File: src/sv/dmsp_pkg.sv
// Shared types and constants for the dual motor speed PID unit.
package dmsp_pkg;

   localparam int NUM_MOTORS = 2;
   localparam int FRAC_BITS  = 8;
   localparam int MOTOR_W    = 1;
   localparam int SPEED_W    = 16;
   localparam int GAIN_W     = 16;
   localparam int DUTY_W     = 10;
   localparam int ERR_W      = SPEED_W + 1;
   localparam int INTEG_W    = 32;
   localparam int DIFF_W     = ERR_W + 1;
   localparam int PE_W       = GAIN_W + 1 + ERR_W;
   localparam int PI_W       = GAIN_W + INTEG_W;
   localparam int PD_W       = GAIN_W + 1 + DIFF_W;
   localparam int SUM_W      = PI_W + 2;
   localparam int CSR_ADDR_W = 4;
   localparam int CSR_DATA_W = 32;

   localparam logic [DUTY_W-1:0] DUTY_RESET = DUTY_W'(60);

   typedef enum logic [1:0] {
      REG_GAIN_P,
      REG_GAIN_I,
      REG_GAIN_D,
      REG_DUTY_LIMIT
   } csr_index_type;

   typedef struct packed {
      logic [GAIN_W-1:0] gain_p;
      logic [GAIN_W-1:0] gain_i;
      logic [GAIN_W-1:0] gain_d;
      logic [DUTY_W-1:0] duty_limit;
   } pid_cfg_type;

endpackage

File: src/sv/dmsp_ifs.sv
// Valid/ready channel interfaces for speed requests and duty responses.
interface dmsp_req_if
   import dmsp_pkg::*;
   ();
   logic               valid;
   logic               ready;
   logic [MOTOR_W-1:0] motor_select;
   logic [SPEED_W-1:0] speed_setpoint;
   logic [SPEED_W-1:0] measured_speed;

   modport source (output valid, output motor_select, output speed_setpoint,
                   output measured_speed, input ready);
   modport sink   (input valid, input motor_select, input speed_setpoint,
                   input measured_speed, output ready);
endinterface

interface dmsp_rsp_if
   import dmsp_pkg::*;
   ();
   logic               valid;
   logic               ready;
   logic [MOTOR_W-1:0] motor_out;
   logic [DUTY_W-1:0]  duty;

   modport source (output valid, output motor_out, output duty, input ready);
   modport sink   (input valid, input motor_out, input duty, output ready);
endinterface

File: src/sv/dmsp_csr.sv
// APB register file holding the PID gains and the duty limit.
module dmsp_csr
   import dmsp_pkg::*;
(
   input  logic                  clock,
   input  logic                  reset,
   input  logic                  csr_psel,
   input  logic                  csr_penable,
   input  logic                  csr_pwrite,
   input  logic [CSR_ADDR_W-1:0] csr_paddr,
   input  logic [CSR_DATA_W-1:0] csr_pwdata,
   output logic [CSR_DATA_W-1:0] csr_prdata,
   output logic                  csr_pready,
   output pid_cfg_type           cfg
);

   pid_cfg_type   cfg_ff;
   pid_cfg_type   cfg_in;
   csr_index_type index;
   logic          wr_en;

   assign index      = csr_index_type'(csr_paddr[CSR_ADDR_W-1:2]);
   assign wr_en      = csr_psel && csr_penable && csr_pwrite;
   assign csr_pready = 1'b1;
   assign cfg        = cfg_ff;

   always_comb begin
      cfg_in = cfg_ff;
      if (wr_en) begin
         case (index)
            REG_GAIN_P:     cfg_in.gain_p     = csr_pwdata[GAIN_W-1:0];
            REG_GAIN_I:     cfg_in.gain_i     = csr_pwdata[GAIN_W-1:0];
            REG_GAIN_D:     cfg_in.gain_d     = csr_pwdata[GAIN_W-1:0];
            REG_DUTY_LIMIT: cfg_in.duty_limit = csr_pwdata[DUTY_W-1:0];
            default:        cfg_in = cfg_ff;
         endcase
      end
   end

   always_comb begin
      case (index)
         REG_GAIN_P:     csr_prdata = CSR_DATA_W'(cfg_ff.gain_p);
         REG_GAIN_I:     csr_prdata = CSR_DATA_W'(cfg_ff.gain_i);
         REG_GAIN_D:     csr_prdata = CSR_DATA_W'(cfg_ff.gain_d);
         REG_DUTY_LIMIT: csr_prdata = CSR_DATA_W'(cfg_ff.duty_limit);
         default:        csr_prdata = '0;
      endcase
   end

   always_ff @(posedge clock) begin
      if (reset) begin
         cfg_ff.gain_p     <= '0;
         cfg_ff.gain_i     <= '0;
         cfg_ff.gain_d     <= '0;
         cfg_ff.duty_limit <= DUTY_RESET;
      end else begin
         cfg_ff <= cfg_in;
      end
   end

endmodule

File: src/sv/dual_motor_speed_pid_unit.sv
// Positional PID speed regulator for two motors, one update per unstalled cycle.
//
// Each request names a motor and gives target and measured speed; the unit
// returns the motor number and a duty in 0..duty_limit from
// (kp*e + ki*integral + kd*(e - last_e)) >> 8, gains unsigned Q8.8, with a
// saturating 32-bit integral and previous error kept separately per motor.
// One request is taken every cycle unless the response side stalls, any mix
// of motors; a response goes from the input register through the error and
// integral update and the three parallel multipliers to sum and clamp into
// the output register. The per-motor integral and error are written back as
// a request leaves the input register, which is what lets back-to-back
// requests to the same motor go at full rate. Gains and duty_limit sit at byte
// addresses 0, 4, 8 and 12; write them only while no request is in flight.
module dual_motor_speed_pid_unit
   import dmsp_pkg::*;
(
   input  logic                  clock,
   input  logic                  reset,
   dmsp_req_if.sink              req_bus,
   dmsp_rsp_if.source            rsp_bus,
   input  logic                  csr_psel,
   input  logic                  csr_penable,
   input  logic                  csr_pwrite,
   input  logic [CSR_ADDR_W-1:0] csr_paddr,
   input  logic [CSR_DATA_W-1:0] csr_pwdata,
   output logic [CSR_DATA_W-1:0] csr_prdata,
   output logic                  csr_pready
);

   pid_cfg_type cfg;

   dmsp_csr u_csr (
      .clock       (clock),
      .reset       (reset),
      .csr_psel    (csr_psel),
      .csr_penable (csr_penable),
      .csr_pwrite  (csr_pwrite),
      .csr_paddr   (csr_paddr),
      .csr_pwdata  (csr_pwdata),
      .csr_prdata  (csr_prdata),
      .csr_pready  (csr_pready),
      .cfg         (cfg)
   );

   // Stage valids and handshake
   logic v0_ff, v1_ff, v2_ff, v3_ff;
   logic v0_in, v1_in, v2_in, v3_in;
   logic rdy0, rdy1, rdy2, rdy3;

   // Stage 0: input register
   logic [MOTOR_W-1:0] m0_ff;
   logic [SPEED_W-1:0] tgt0_ff, meas0_ff;

   // Stage 1: error terms
   logic [MOTOR_W-1:0]        m1_ff;
   logic signed [ERR_W-1:0]   e1_ff, e1_in;
   logic signed [INTEG_W-1:0] i1_ff, i1_in;
   logic signed [DIFF_W-1:0]  d1_ff, d1_in;

   // Stage 2: products
   logic [MOTOR_W-1:0]     m2_ff;
   logic signed [PE_W-1:0] pe2_ff, pe2_in;
   logic signed [PI_W-1:0] pi2_ff, pi2_in;
   logic signed [PD_W-1:0] pd2_ff, pd2_in;

   // Stage 3: output register
   logic [MOTOR_W-1:0] m3_ff;
   logic [DUTY_W-1:0]  duty3_ff, duty3_in;

   // Per-motor state
   logic signed [INTEG_W-1:0] integral_ff [NUM_MOTORS];
   logic signed [ERR_W-1:0]   last_err_ff [NUM_MOTORS];

   logic                    in_range;
   logic                    upd_state;
   logic signed [INTEG_W:0] integ_wide;
   logic signed [SUM_W-1:0] sum;
   logic [SUM_W-1:0]        shifted;
   logic signed [GAIN_W:0]  gp_s, gi_s, gd_s;

   assign rdy3 = !v3_ff || rsp_bus.ready;
   assign rdy2 = !v2_ff || rdy3;
   assign rdy1 = !v1_ff || rdy2;
   assign rdy0 = !v0_ff || rdy1;

   assign req_bus.ready     = rdy0;
   assign rsp_bus.valid     = v3_ff;
   assign rsp_bus.motor_out = m3_ff;
   assign rsp_bus.duty      = duty3_ff;

   assign in_range  = (32'(m0_ff) < NUM_MOTORS);
   assign upd_state = v0_ff && rdy1 && in_range;

   assign v0_in = rdy0 ? req_bus.valid : v0_ff;
   assign v1_in = rdy1 ? (v0_ff && in_range) : v1_ff;
   assign v2_in = rdy2 ? v1_ff : v2_ff;
   assign v3_in = rdy3 ? v2_ff : v3_ff;

   // Error, saturating integral and difference against the live state
   always_comb begin
      e1_in      = $signed({1'b0, tgt0_ff}) - $signed({1'b0, meas0_ff});
      integ_wide = (INTEG_W+1)'(integral_ff[m0_ff]) + (INTEG_W+1)'(e1_in);
      if (integ_wide[INTEG_W] != integ_wide[INTEG_W-1]) begin
         i1_in = integ_wide[INTEG_W] ? {1'b1, {(INTEG_W-1){1'b0}}}
                                     : {1'b0, {(INTEG_W-1){1'b1}}};
      end else begin
         i1_in = integ_wide[INTEG_W-1:0];
      end
      d1_in = DIFF_W'(e1_in) - DIFF_W'(last_err_ff[m0_ff]);
   end

   assign gp_s   = $signed({1'b0, cfg.gain_p});
   assign gi_s   = $signed({1'b0, cfg.gain_i});
   assign gd_s   = $signed({1'b0, cfg.gain_d});
   assign pe2_in = PE_W'(gp_s) * PE_W'(e1_ff);
   assign pi2_in = PI_W'(gi_s) * PI_W'(i1_ff);
   assign pd2_in = PD_W'(gd_s) * PD_W'(d1_ff);

   // Sum, drop the fraction and clamp to 0..duty_limit
   always_comb begin
      sum     = SUM_W'(pe2_ff) + SUM_W'(pi2_ff) + SUM_W'(pd2_ff);
      shifted = SUM_W'(sum >>> FRAC_BITS);
      if (sum <= 0) begin
         duty3_in = '0;
      end else if (shifted > SUM_W'(cfg.duty_limit)) begin
         duty3_in = cfg.duty_limit;
      end else begin
         duty3_in = shifted[DUTY_W-1:0];
      end
   end

   always_ff @(posedge clock) begin
      if (reset) begin
         v0_ff <= 1'b0;
         v1_ff <= 1'b0;
         v2_ff <= 1'b0;
         v3_ff <= 1'b0;
         for (int k = 0; k < NUM_MOTORS; k++) begin
            integral_ff[k] <= '0;
            last_err_ff[k] <= '0;
         end
      end else begin
         v0_ff <= v0_in;
         v1_ff <= v1_in;
         v2_ff <= v2_in;
         v3_ff <= v3_in;
         if (upd_state) begin
            integral_ff[m0_ff] <= i1_in;
            last_err_ff[m0_ff] <= e1_in;
         end
      end
   end

   always_ff @(posedge clock) begin
      if (rdy0) begin
         m0_ff    <= req_bus.motor_select;
         tgt0_ff  <= req_bus.speed_setpoint;
         meas0_ff <= req_bus.measured_speed;
      end
      if (rdy1) begin
         m1_ff <= m0_ff;
         e1_ff <= e1_in;
         i1_ff <= i1_in;
         d1_ff <= d1_in;
      end
      if (rdy2) begin
         m2_ff  <= m1_ff;
         pe2_ff <= pe2_in;
         pi2_ff <= pi2_in;
         pd2_ff <= pd2_in;
      end
      if (rdy3) begin
         m3_ff    <= m2_ff;
         duty3_ff <= duty3_in;
      end
   end

`ifndef SYNTHESIS
   // Duty never goes above the programmed limit
   a_duty_limit: assert property (@(posedge clock) disable iff (reset)
      v3_ff |-> (duty3_ff <= cfg.duty_limit))
      else $error("duty above duty_limit");

   // A stalled input stage always holds a request
   a_stall_holds: assert property (@(posedge clock) disable iff (reset)
      !rdy0 |-> v0_ff)
      else $error("input stalled while empty");

   // State write lands the integral that went down the pipe
   a_state_write: assert property (@(posedge clock) disable iff (reset)
      upd_state |=> (integral_ff[$past(m0_ff)] == i1_ff) && v1_ff)
      else $error("integral state does not match stage 1");
`endif

endmodule

File: src/flat_wrapper.sv
// flat-port wrapper written by rule: the top's interface ports become plain ports
module dual_motor_speed_pid_unit_flat import dmsp_pkg::*;
  (clock, reset, csr_psel, csr_penable, csr_pwrite, csr_paddr, csr_pwdata, csr_prdata, csr_pready, req_bus_valid, req_bus_motor_select, req_bus_speed_setpoint, req_bus_measured_speed, req_bus_ready, rsp_bus_valid, rsp_bus_motor_out, rsp_bus_duty, rsp_bus_ready);
  dmsp_req_if req_bus_i ();
  dmsp_rsp_if rsp_bus_i ();
  input  logic clock;
  input  logic reset;
  input  logic csr_psel;
  input  logic csr_penable;
  input  logic csr_pwrite;
  input  logic [CSR_ADDR_W-1:0] csr_paddr;
  input  logic [CSR_DATA_W-1:0] csr_pwdata;
  output logic [CSR_DATA_W-1:0] csr_prdata;
  output logic csr_pready;
  input wire logic [$bits(req_bus_i.valid)-1:0] req_bus_valid;
  input wire logic [$bits(req_bus_i.motor_select)-1:0] req_bus_motor_select;
  input wire logic [$bits(req_bus_i.speed_setpoint)-1:0] req_bus_speed_setpoint;
  input wire logic [$bits(req_bus_i.measured_speed)-1:0] req_bus_measured_speed;
  output wire logic [$bits(req_bus_i.ready)-1:0] req_bus_ready;
  output wire logic [$bits(rsp_bus_i.valid)-1:0] rsp_bus_valid;
  output wire logic [$bits(rsp_bus_i.motor_out)-1:0] rsp_bus_motor_out;
  output wire logic [$bits(rsp_bus_i.duty)-1:0] rsp_bus_duty;
  input wire logic [$bits(rsp_bus_i.ready)-1:0] rsp_bus_ready;
  assign req_bus_i.valid = req_bus_valid;
  assign req_bus_i.motor_select = req_bus_motor_select;
  assign req_bus_i.speed_setpoint = req_bus_speed_setpoint;
  assign req_bus_i.measured_speed = req_bus_measured_speed;
  assign req_bus_ready = req_bus_i.ready;
  assign rsp_bus_valid = rsp_bus_i.valid;
  assign rsp_bus_motor_out = rsp_bus_i.motor_out;
  assign rsp_bus_duty = rsp_bus_i.duty;
  assign rsp_bus_i.ready = rsp_bus_ready;
  dual_motor_speed_pid_unit u_core (.clock(clock), .reset(reset), .req_bus(req_bus_i), .rsp_bus(rsp_bus_i), .csr_psel(csr_psel), .csr_penable(csr_penable), .csr_pwrite(csr_pwrite), .csr_paddr(csr_paddr), .csr_pwdata(csr_pwdata), .csr_prdata(csr_prdata), .csr_pready(csr_pready));
endmodule
File: config.mk
export PLATFORM = sky130hd
export DESIGN_NAME = dual_motor_speed_pid_unit_flat
export DESIGN_NICKNAME = d
export VERILOG_FILES = /design/src/sv/dmsp_pkg.sv /design/src/sv/dmsp_ifs.sv /design/src/sv/dmsp_csr.sv /design/src/sv/dual_motor_speed_pid_unit.sv /design/src/flat_wrapper.sv
export SDC_FILE = /design/constraint.sdc
export NUM_CORES = 2
export LEC_CHECK = 0
export ABC_AREA = 1
export ABC_CLOCK_PERIOD_IN_PS = 17400
export BUFFER_PORTS_ARGS = -buffer_cell sky130_fd_sc_hd__buf_4
export CAP_MARGIN = 20
export CORE_MARGIN = 10
export CORE_UTILIZATION = 60
export DETAILED_ROUTE_END_ITERATION = 7
export PLACE_DENSITY = 0.83
export SYNTH_ARGS = -nofsm -noshare
export SYNTH_HDL_FRONTEND = slang
export SYNTH_SLANG_ARGS = --single-unit
File: constraint.sdc
create_clock -name clock -period 17.4 [get_ports clock]
set_input_delay 2.61 -clock clock [delete_from_list [all_inputs] [get_ports clock]]
set_output_delay 2.61 -clock clock [all_outputs]
set_load 0.005 [all_outputs]
Word level (Yosys, flattened, before mapping)
Memories as Yosys holds them, arrays and structs flattened. A register that Yosys moved wholly into a read port is not among the register bits.
Index checks and enable logic that the tools add are counted.
- register bits: 292
- bits in writable memories: 98
- bits of input ports: 76
- output and inout port bits: 46
- word-level logic and storage cells: 72
- memories: 2
- memory list (memory ; depth ; width ; rd ports ; clocked after Yosys merged registers in ; write ports ; line ; text):
    u_core.integral_ff ; 2 ; 32 ; 1 ; 1 ; 2 ; dual_motor_speed_pid_unit.sv:71 ; logic signed [INTEG_W-1:0] integral_ff [NUM_MOTORS];
    u_core.last_err_ff ; 2 ; 17 ; 1 ; 1 ; 2 ; dual_motor_speed_pid_unit.sv:72 ; logic signed [ERR_W-1:0] last_err_ff [NUM_MOTORS];
- add/sub/neg operators: 5
- multipliers: 3
- order comparisons: 2
- eq/ne operators: 4
- muxes and demuxes: 17
- reduce and logical (&&, ||, !) cells: 18
- operator list (cell ; count):
    case mux 32 bit (4 select lines) ; 1
    2-to-1 mux 32 bit ; 3
    adder 49 x 35 -> 50 bit ; 1
    > comparator 50 x 10 -> 1 bit ; 1
    <= comparator 50 x 1 -> 1 bit (second input constant) ; 1
    adder 34 x 48 -> 49 bit ; 1
    multiplier 17 x 32 -> 48 bit ; 1
    multiplier 17 x 18 -> 35 bit ; 1
    multiplier 17 x 17 -> 34 bit ; 1
    adder 32 x 17 -> 33 bit ; 1
    OR reduction 32 bit ; 1
    subtractor 17 x 17 -> 18 bit ; 1
    2-to-1 mux 17 bit ; 1
    OR reduction 17 bit ; 1
    subtractor 16 x 16 -> 17 bit ; 1
    2-to-1 mux 1 bit ; 11
    2-to-1 mux 10 bit ; 1
    AND reduction 2 bit ; 4
    == test 2 bit (second input constant) ; 2
    zero test 1 bit ; 4
    logical OR 1 bit ; 4
    logical AND 1 bit ; 3
    == test 2 x 1 -> 1 bit (second input constant) ; 1
    zero test 2 bit ; 1
    != test 1 bit ; 1

Depth between registers and ports, before layout
- depth in word-level cells: 10
- mapped depth: 29
- depth with buffers taken out: 29

Hierarchy
A second synthesis with hierarchy kept.
- cell total of the unflattened synthesis: 7733
- area, all modules: 62905.3 µm²
- by module, submodules not included (module ; times used ; cells an instance ; area each (µm²) ; sequential area each (µm²)):
    dual_motor_speed_pid_unit ; 1 ; 7294 ; 60060.1 ; 9949.5
    dmsp_csr ; 1 ; 439 ; 2845.2 ; 1161.1

Least setup slack after synthesis
Ideal clock, no wire load.
- path kind: in2reg
- start: input rsp_bus_ready
- end: memory u_core.integral_ff[0][0], enable pin
- setup time: 0.408 ns
- arrival time: 8.817 ns
- required time: 16.992 ns
- setup slack: 8.175 ns
- stages: 9
- path buffers: 1
- path through: nor2_1 -> inv_1 -> nor2_1 -> inv_1 -> nor2_1 -> inv_1 -> nand4_1 -> clkbuf_1 -> nand2_1
- RTL lines (what ; line ; text):
    from (decl) ; flat_wrapper.sv:23 ; input wire logic [$bits(rsp_bus_i.ready)-1:0] rsp_bus_ready;
    to (decl) ; dual_motor_speed_pid_unit.sv:71 ;

Final worst setup path
- start: input rsp_bus_ready
- end: output req_bus_ready
- word-level cells in the longest chain between the ends: 4
- ends and longest elaborated chain (what ; line ; text):
    logical OR 1 bit ; dual_motor_speed_pid_unit.sv:81 ; assign rdy3 = !v3_ff || rsp_bus.ready;
    net u_core.rdy3 ; dual_motor_speed_pid_unit.sv:48 ; logic rdy0, rdy1, rdy2, rdy3;
    logical OR 1 bit ; dual_motor_speed_pid_unit.sv:82 ; assign rdy2 = !v2_ff || rdy3;
    net u_core.rdy2 ; dual_motor_speed_pid_unit.sv:48 ;
    logical OR 1 bit ; dual_motor_speed_pid_unit.sv:83 ; assign rdy1 = !v1_ff || rdy2;
    logical OR 1 bit ; dual_motor_speed_pid_unit.sv:84 ; assign rdy0 = !v0_ff || rdy1;
    to (decl) ; flat_wrapper.sv:19 ; output wire logic [$bits(req_bus_i.ready)-1:0] req_bus_ready;
The timed path passes the listed nets, and every way through them passes these cells.

==> impl_metrics.csv <==
group,metric,value,unit
finish,final_cell_area,65400,µm²
setup_path,reg2reg_depth,17,
setup_path,crit_fanout,45,
sta,rsz0062_at_grt,"no",
yosys,synth.avg_cell_area,8.19,µm²
sta,tns,0,ps
detailed_routing,first_pass_iters,6,
sta,max_slew_margin,24.8,%
setup_path,cp.required,14790,ps
yosys,syn_area,62500,µm²
placement,dp_hpwl,130000,µm
setup_path,r2r-end,"u_core.pd2_ff[33]",
setup_path,critPathArrivalTime,4600,ps
global_routing,grt_pass1_wl,268000,µm
global_routing,track_usage,28.5,%
detailed_routing,drtIter0Drc,4857,
floorplanning,die_h,343,µm
floorplanning,start_util,60.4,%
yosys,synth-main-ff-cell,"edfxtp_1",
setup_path,r2r_setup_slack,10220,ps
sta,clock.fmax,0.139,GHz
sta,setup_viol,0,
yosys,synthArstFlopShare,0,%
sta,hold_viol_final,0,
finish,final_nets,9058,
clock_network,ctsResizeCount,0,
clock_network,cts_tree,"done",
setup_path,crit_type,"input port to output pin",
detailed_routing,antenna_left,0,
setup_path,critPathLaunchType,"input port",
clock_network,htreeDepth,2,
global_routing,grt_overflow,0,
sta,fin_crit,7210,ps
global_routing,grt_pass1_vias,52418,
placement,gp_congestion,0.965,
floorplanning,coreArea,103000,µm²
detailed_routing,drc,0,
setup_path,crit_end,"req_bus_ready",
sta,skew,54.2,ps
yosys,netlist_instances,7625,
placement,placed_cell_area,63900,µm²
detailed_routing,routedWlPerCell,18.4,µm
yosys,synthDominantCellAreaShare,33.3,%
floorplanning,ios,122,
yosys,synth_edf_count,328,
pwr,powerDensity,98.8,nW/µm²
pwr,clock_power_share,15.0,%
pwr,p_leak,37.1,nW
setup_path,end_kind,"output pin",
hold_path,hold_path.class,"flip-flop to flip-flop",
flow_run,cap_viol_max_count,0,
finish,fillers,8425,
finish,drive_gt1_share,4.61,%
detailed_routing,avgViaCountPerCell,5.51,
finish,mostFrequentLayoutCell,"inv_1",
detailed_routing,wl,164000,µm
pwr,p_int,0.00308,W
outcome,outcome,"finished, final reports clean",
placement,io_buffers,86,
clock_network,post_cts_buffers,0,
clock_network,clk_latency,630,ps
pwr,seqPwrFrac,28.3,%
clock_network,clk_pin_slew_worst_paths,60,ps
pwr,swShare,52.4,%
detailed_routing,vias,49065,
setup_path,r2r_start,"u_core.u_csr.cfg[16]",
setup_path,startpoint,"rsp_bus_ready",
sta,fin_crit_sh,41.4,%
yosys,synth_top_area_cell,"fa_1",
global_routing,grt_max_degree,91,
clock_network,clockBufferDepth,3,
sta,worst_pin_slew,1130,ps
yosys,seq_area_frac_synth,17.8,%
clock_network,numCtsBuffers,45,
yosys,synth-seq-cells,391,
sta,drv_slew,0,
yosys,synthDistinctLibCells,61,
clock_network,cts_hold_buffers,0,
finish,area_growth,4.70,%
floorplanning,die-area,117000,µm²
pwr,power.share.combinational,56.7,%
yosys,synthTopCellsByArea,"fa_1 33%, edfxtp_1 16%, inv_1 12%",
yosys,yosys_warnings,0,
global_routing,antenna_found_initial,1,
floorplanning,rows,118,
hold_path,hold_depth,0,
floorplanning,die_w,343,µm
finish,fin_util,63.2,%
clock_network,clock-sinks,391,
finish,mostFrequentLayoutCells,"2,065 x inv_1, 1,826 x nand2_1, 1,038 x fa_1",
pwr,vdd_drop_max,0.000127,V
clock_network,root_buffer,"clkbuf_16",
pwr,switchingPower,0.00339,W
-- state kept, by name, summed over array words and instances, names as in the netlist, named ones only --
register	count
u_core.pe2_ff	34
u_core.m2_ff	1
u_core.rsp_bus.valid	1
u_core.pd2_ff	35
u_core.rsp_bus.motor_out	1
u_core.meas0_ff	16
u_core.last_err_ff	34
u_core.m1_ff	1
u_core.integral_ff	64
u_core.tgt0_ff	16
u_core.v2_ff	1
u_core.e1_ff	17
u_core.v1_ff	1
u_core.u_csr.cfg	58
u_core.m0_ff	1
u_core.d1_ff	18
u_core.i1_ff	32
u_core.rsp_bus.duty	10
u_core.pi2_ff	48
u_core.v0_ff	1
-- power by group through the flow --
stage                     combinational [W]  sequential [W]  clock (W)
after floorplan                     0.00287         0.00135          0
after global placement              0.00348         0.00179          0
after detailed placement            0.00358         0.00181          0
after CTS                           0.00362         0.00179   0.000978
after global routing                0.00411         0.00184    0.00102
final                               0.00367         0.00183   0.000967
-- area by class of cell --
type	instances	area (µm²)	area share [%]
Antenna cell	1	2.50	0.00383
Clock buffer	60	1210	1.86
Clock inverter	22	304	0.465
Inverter	2094	7870	12.0
Multi-Input combinational cell	4827	42200	64.5
Sequential cell	391	11100	17.0
Tap cell	1380	1730	2.64
Timing Repair Buffer	131	983	1.50
-- synthesized netlist by cell type, types with 8 or more instances --
| library cell | instances |
|---|---|
| nand3_2 | 12 |
| edfxtp_1 | 328 |
| mux2_2 | 32 |
| nor2_2 | 28 |
| a21o_1 | 12 |
| o21a_1 | 13 |
| o21ai_0 | 137 |
| dfxtp_1 | 63 |
| buf_4 | 21 |
| clkbuf_1 | 289 |
| inv_2 | 20 |
| inv_1 | 2067 |
| a21boi_0 | 13 |
| nand2_2 | 29 |
| a31oi_1 | 42 |
| mux2i_1 | 16 |
| nor3_1 | 31 |
| ha_1 | 454 |
| fa_1 | 1038 |
| buf_1 | 8 |
| xnor2_1 | 78 |
| o21bai_1 | 34 |
| a21oi_1 | 312 |
| nand3_1 | 118 |
| nor2_4 | 8 |
| o2111ai_1 | 11 |
| xor2_1 | 119 |
| nand4_1 | 29 |
| nand2_1 | 1828 |
| nor2_1 | 340 |
| o211ai_1 | 11 |
-- through the flow --
stage | instances | power (W) | worst slack, ps | hold slack, ps
after floorplan | 7640 | 0.00423 | 8180 | 400
after global placement | 8823 | 0.00528 | 10320 | 406
after detailed placement | 8823 | 0.00539 | 10290 | 417
after CTS | 8905 | 0.00639 | 10230 | 432
after global routing | 8905 | 0.00697 | 9980 | 444
final | 8906 | 0.00646 | 10190 | 434
-- how the worst min path moves through the flow --
stage                             from                        to  slack [ps]
after floorplan           u_core.m1_ff              u_core.m2_ff         400
after global placement    u_core.m2_ff  u_core.rsp_bus.motor_out         410
after detailed placement  u_core.m2_ff  u_core.rsp_bus.motor_out         420
after CTS                 u_core.m2_ff  u_core.rsp_bus.motor_out         430
after global routing      u_core.m2_ff  u_core.rsp_bus.motor_out         440
final                     u_core.m2_ff  u_core.rsp_bus.motor_out         430
-- metal layers --
layer	track usage, %	part of all wire [%]	vias to the layer above
li1	-	-	22133
met1	36.3	38	23819
met2	46.4	46	2561
met3	5.91	10	552
met4	13.5	5.6	0
met5	0	0	-
-- worst max-delay path, stage by stage --
cell and delay (ps):
buf_4 70, nor2_1 30, inv_1 640, nor2_1 170
inv_4 490, nor2_1 210, nand2_1 210, buf_4 150
-- kinds of logic (layout without fill, tap and decap cells) --
group,count (synthesis),after routing,share of synthesized area (%)
multiplexers,48,48,0.833
XOR/XNOR,198,198,2.81
AO/OA/AOI/OAI,618,618,5.61
buffers and inverters,2422,2307,14.8
flip-flops,391,391,17.8
AND/OR/NAND/NOR,2454,2454,15.8
other,2,18,0.0120
adder cells (fa/ha/maj),1492,1492,42.4
Note: power is estimated with default switching activity, not from simulation.
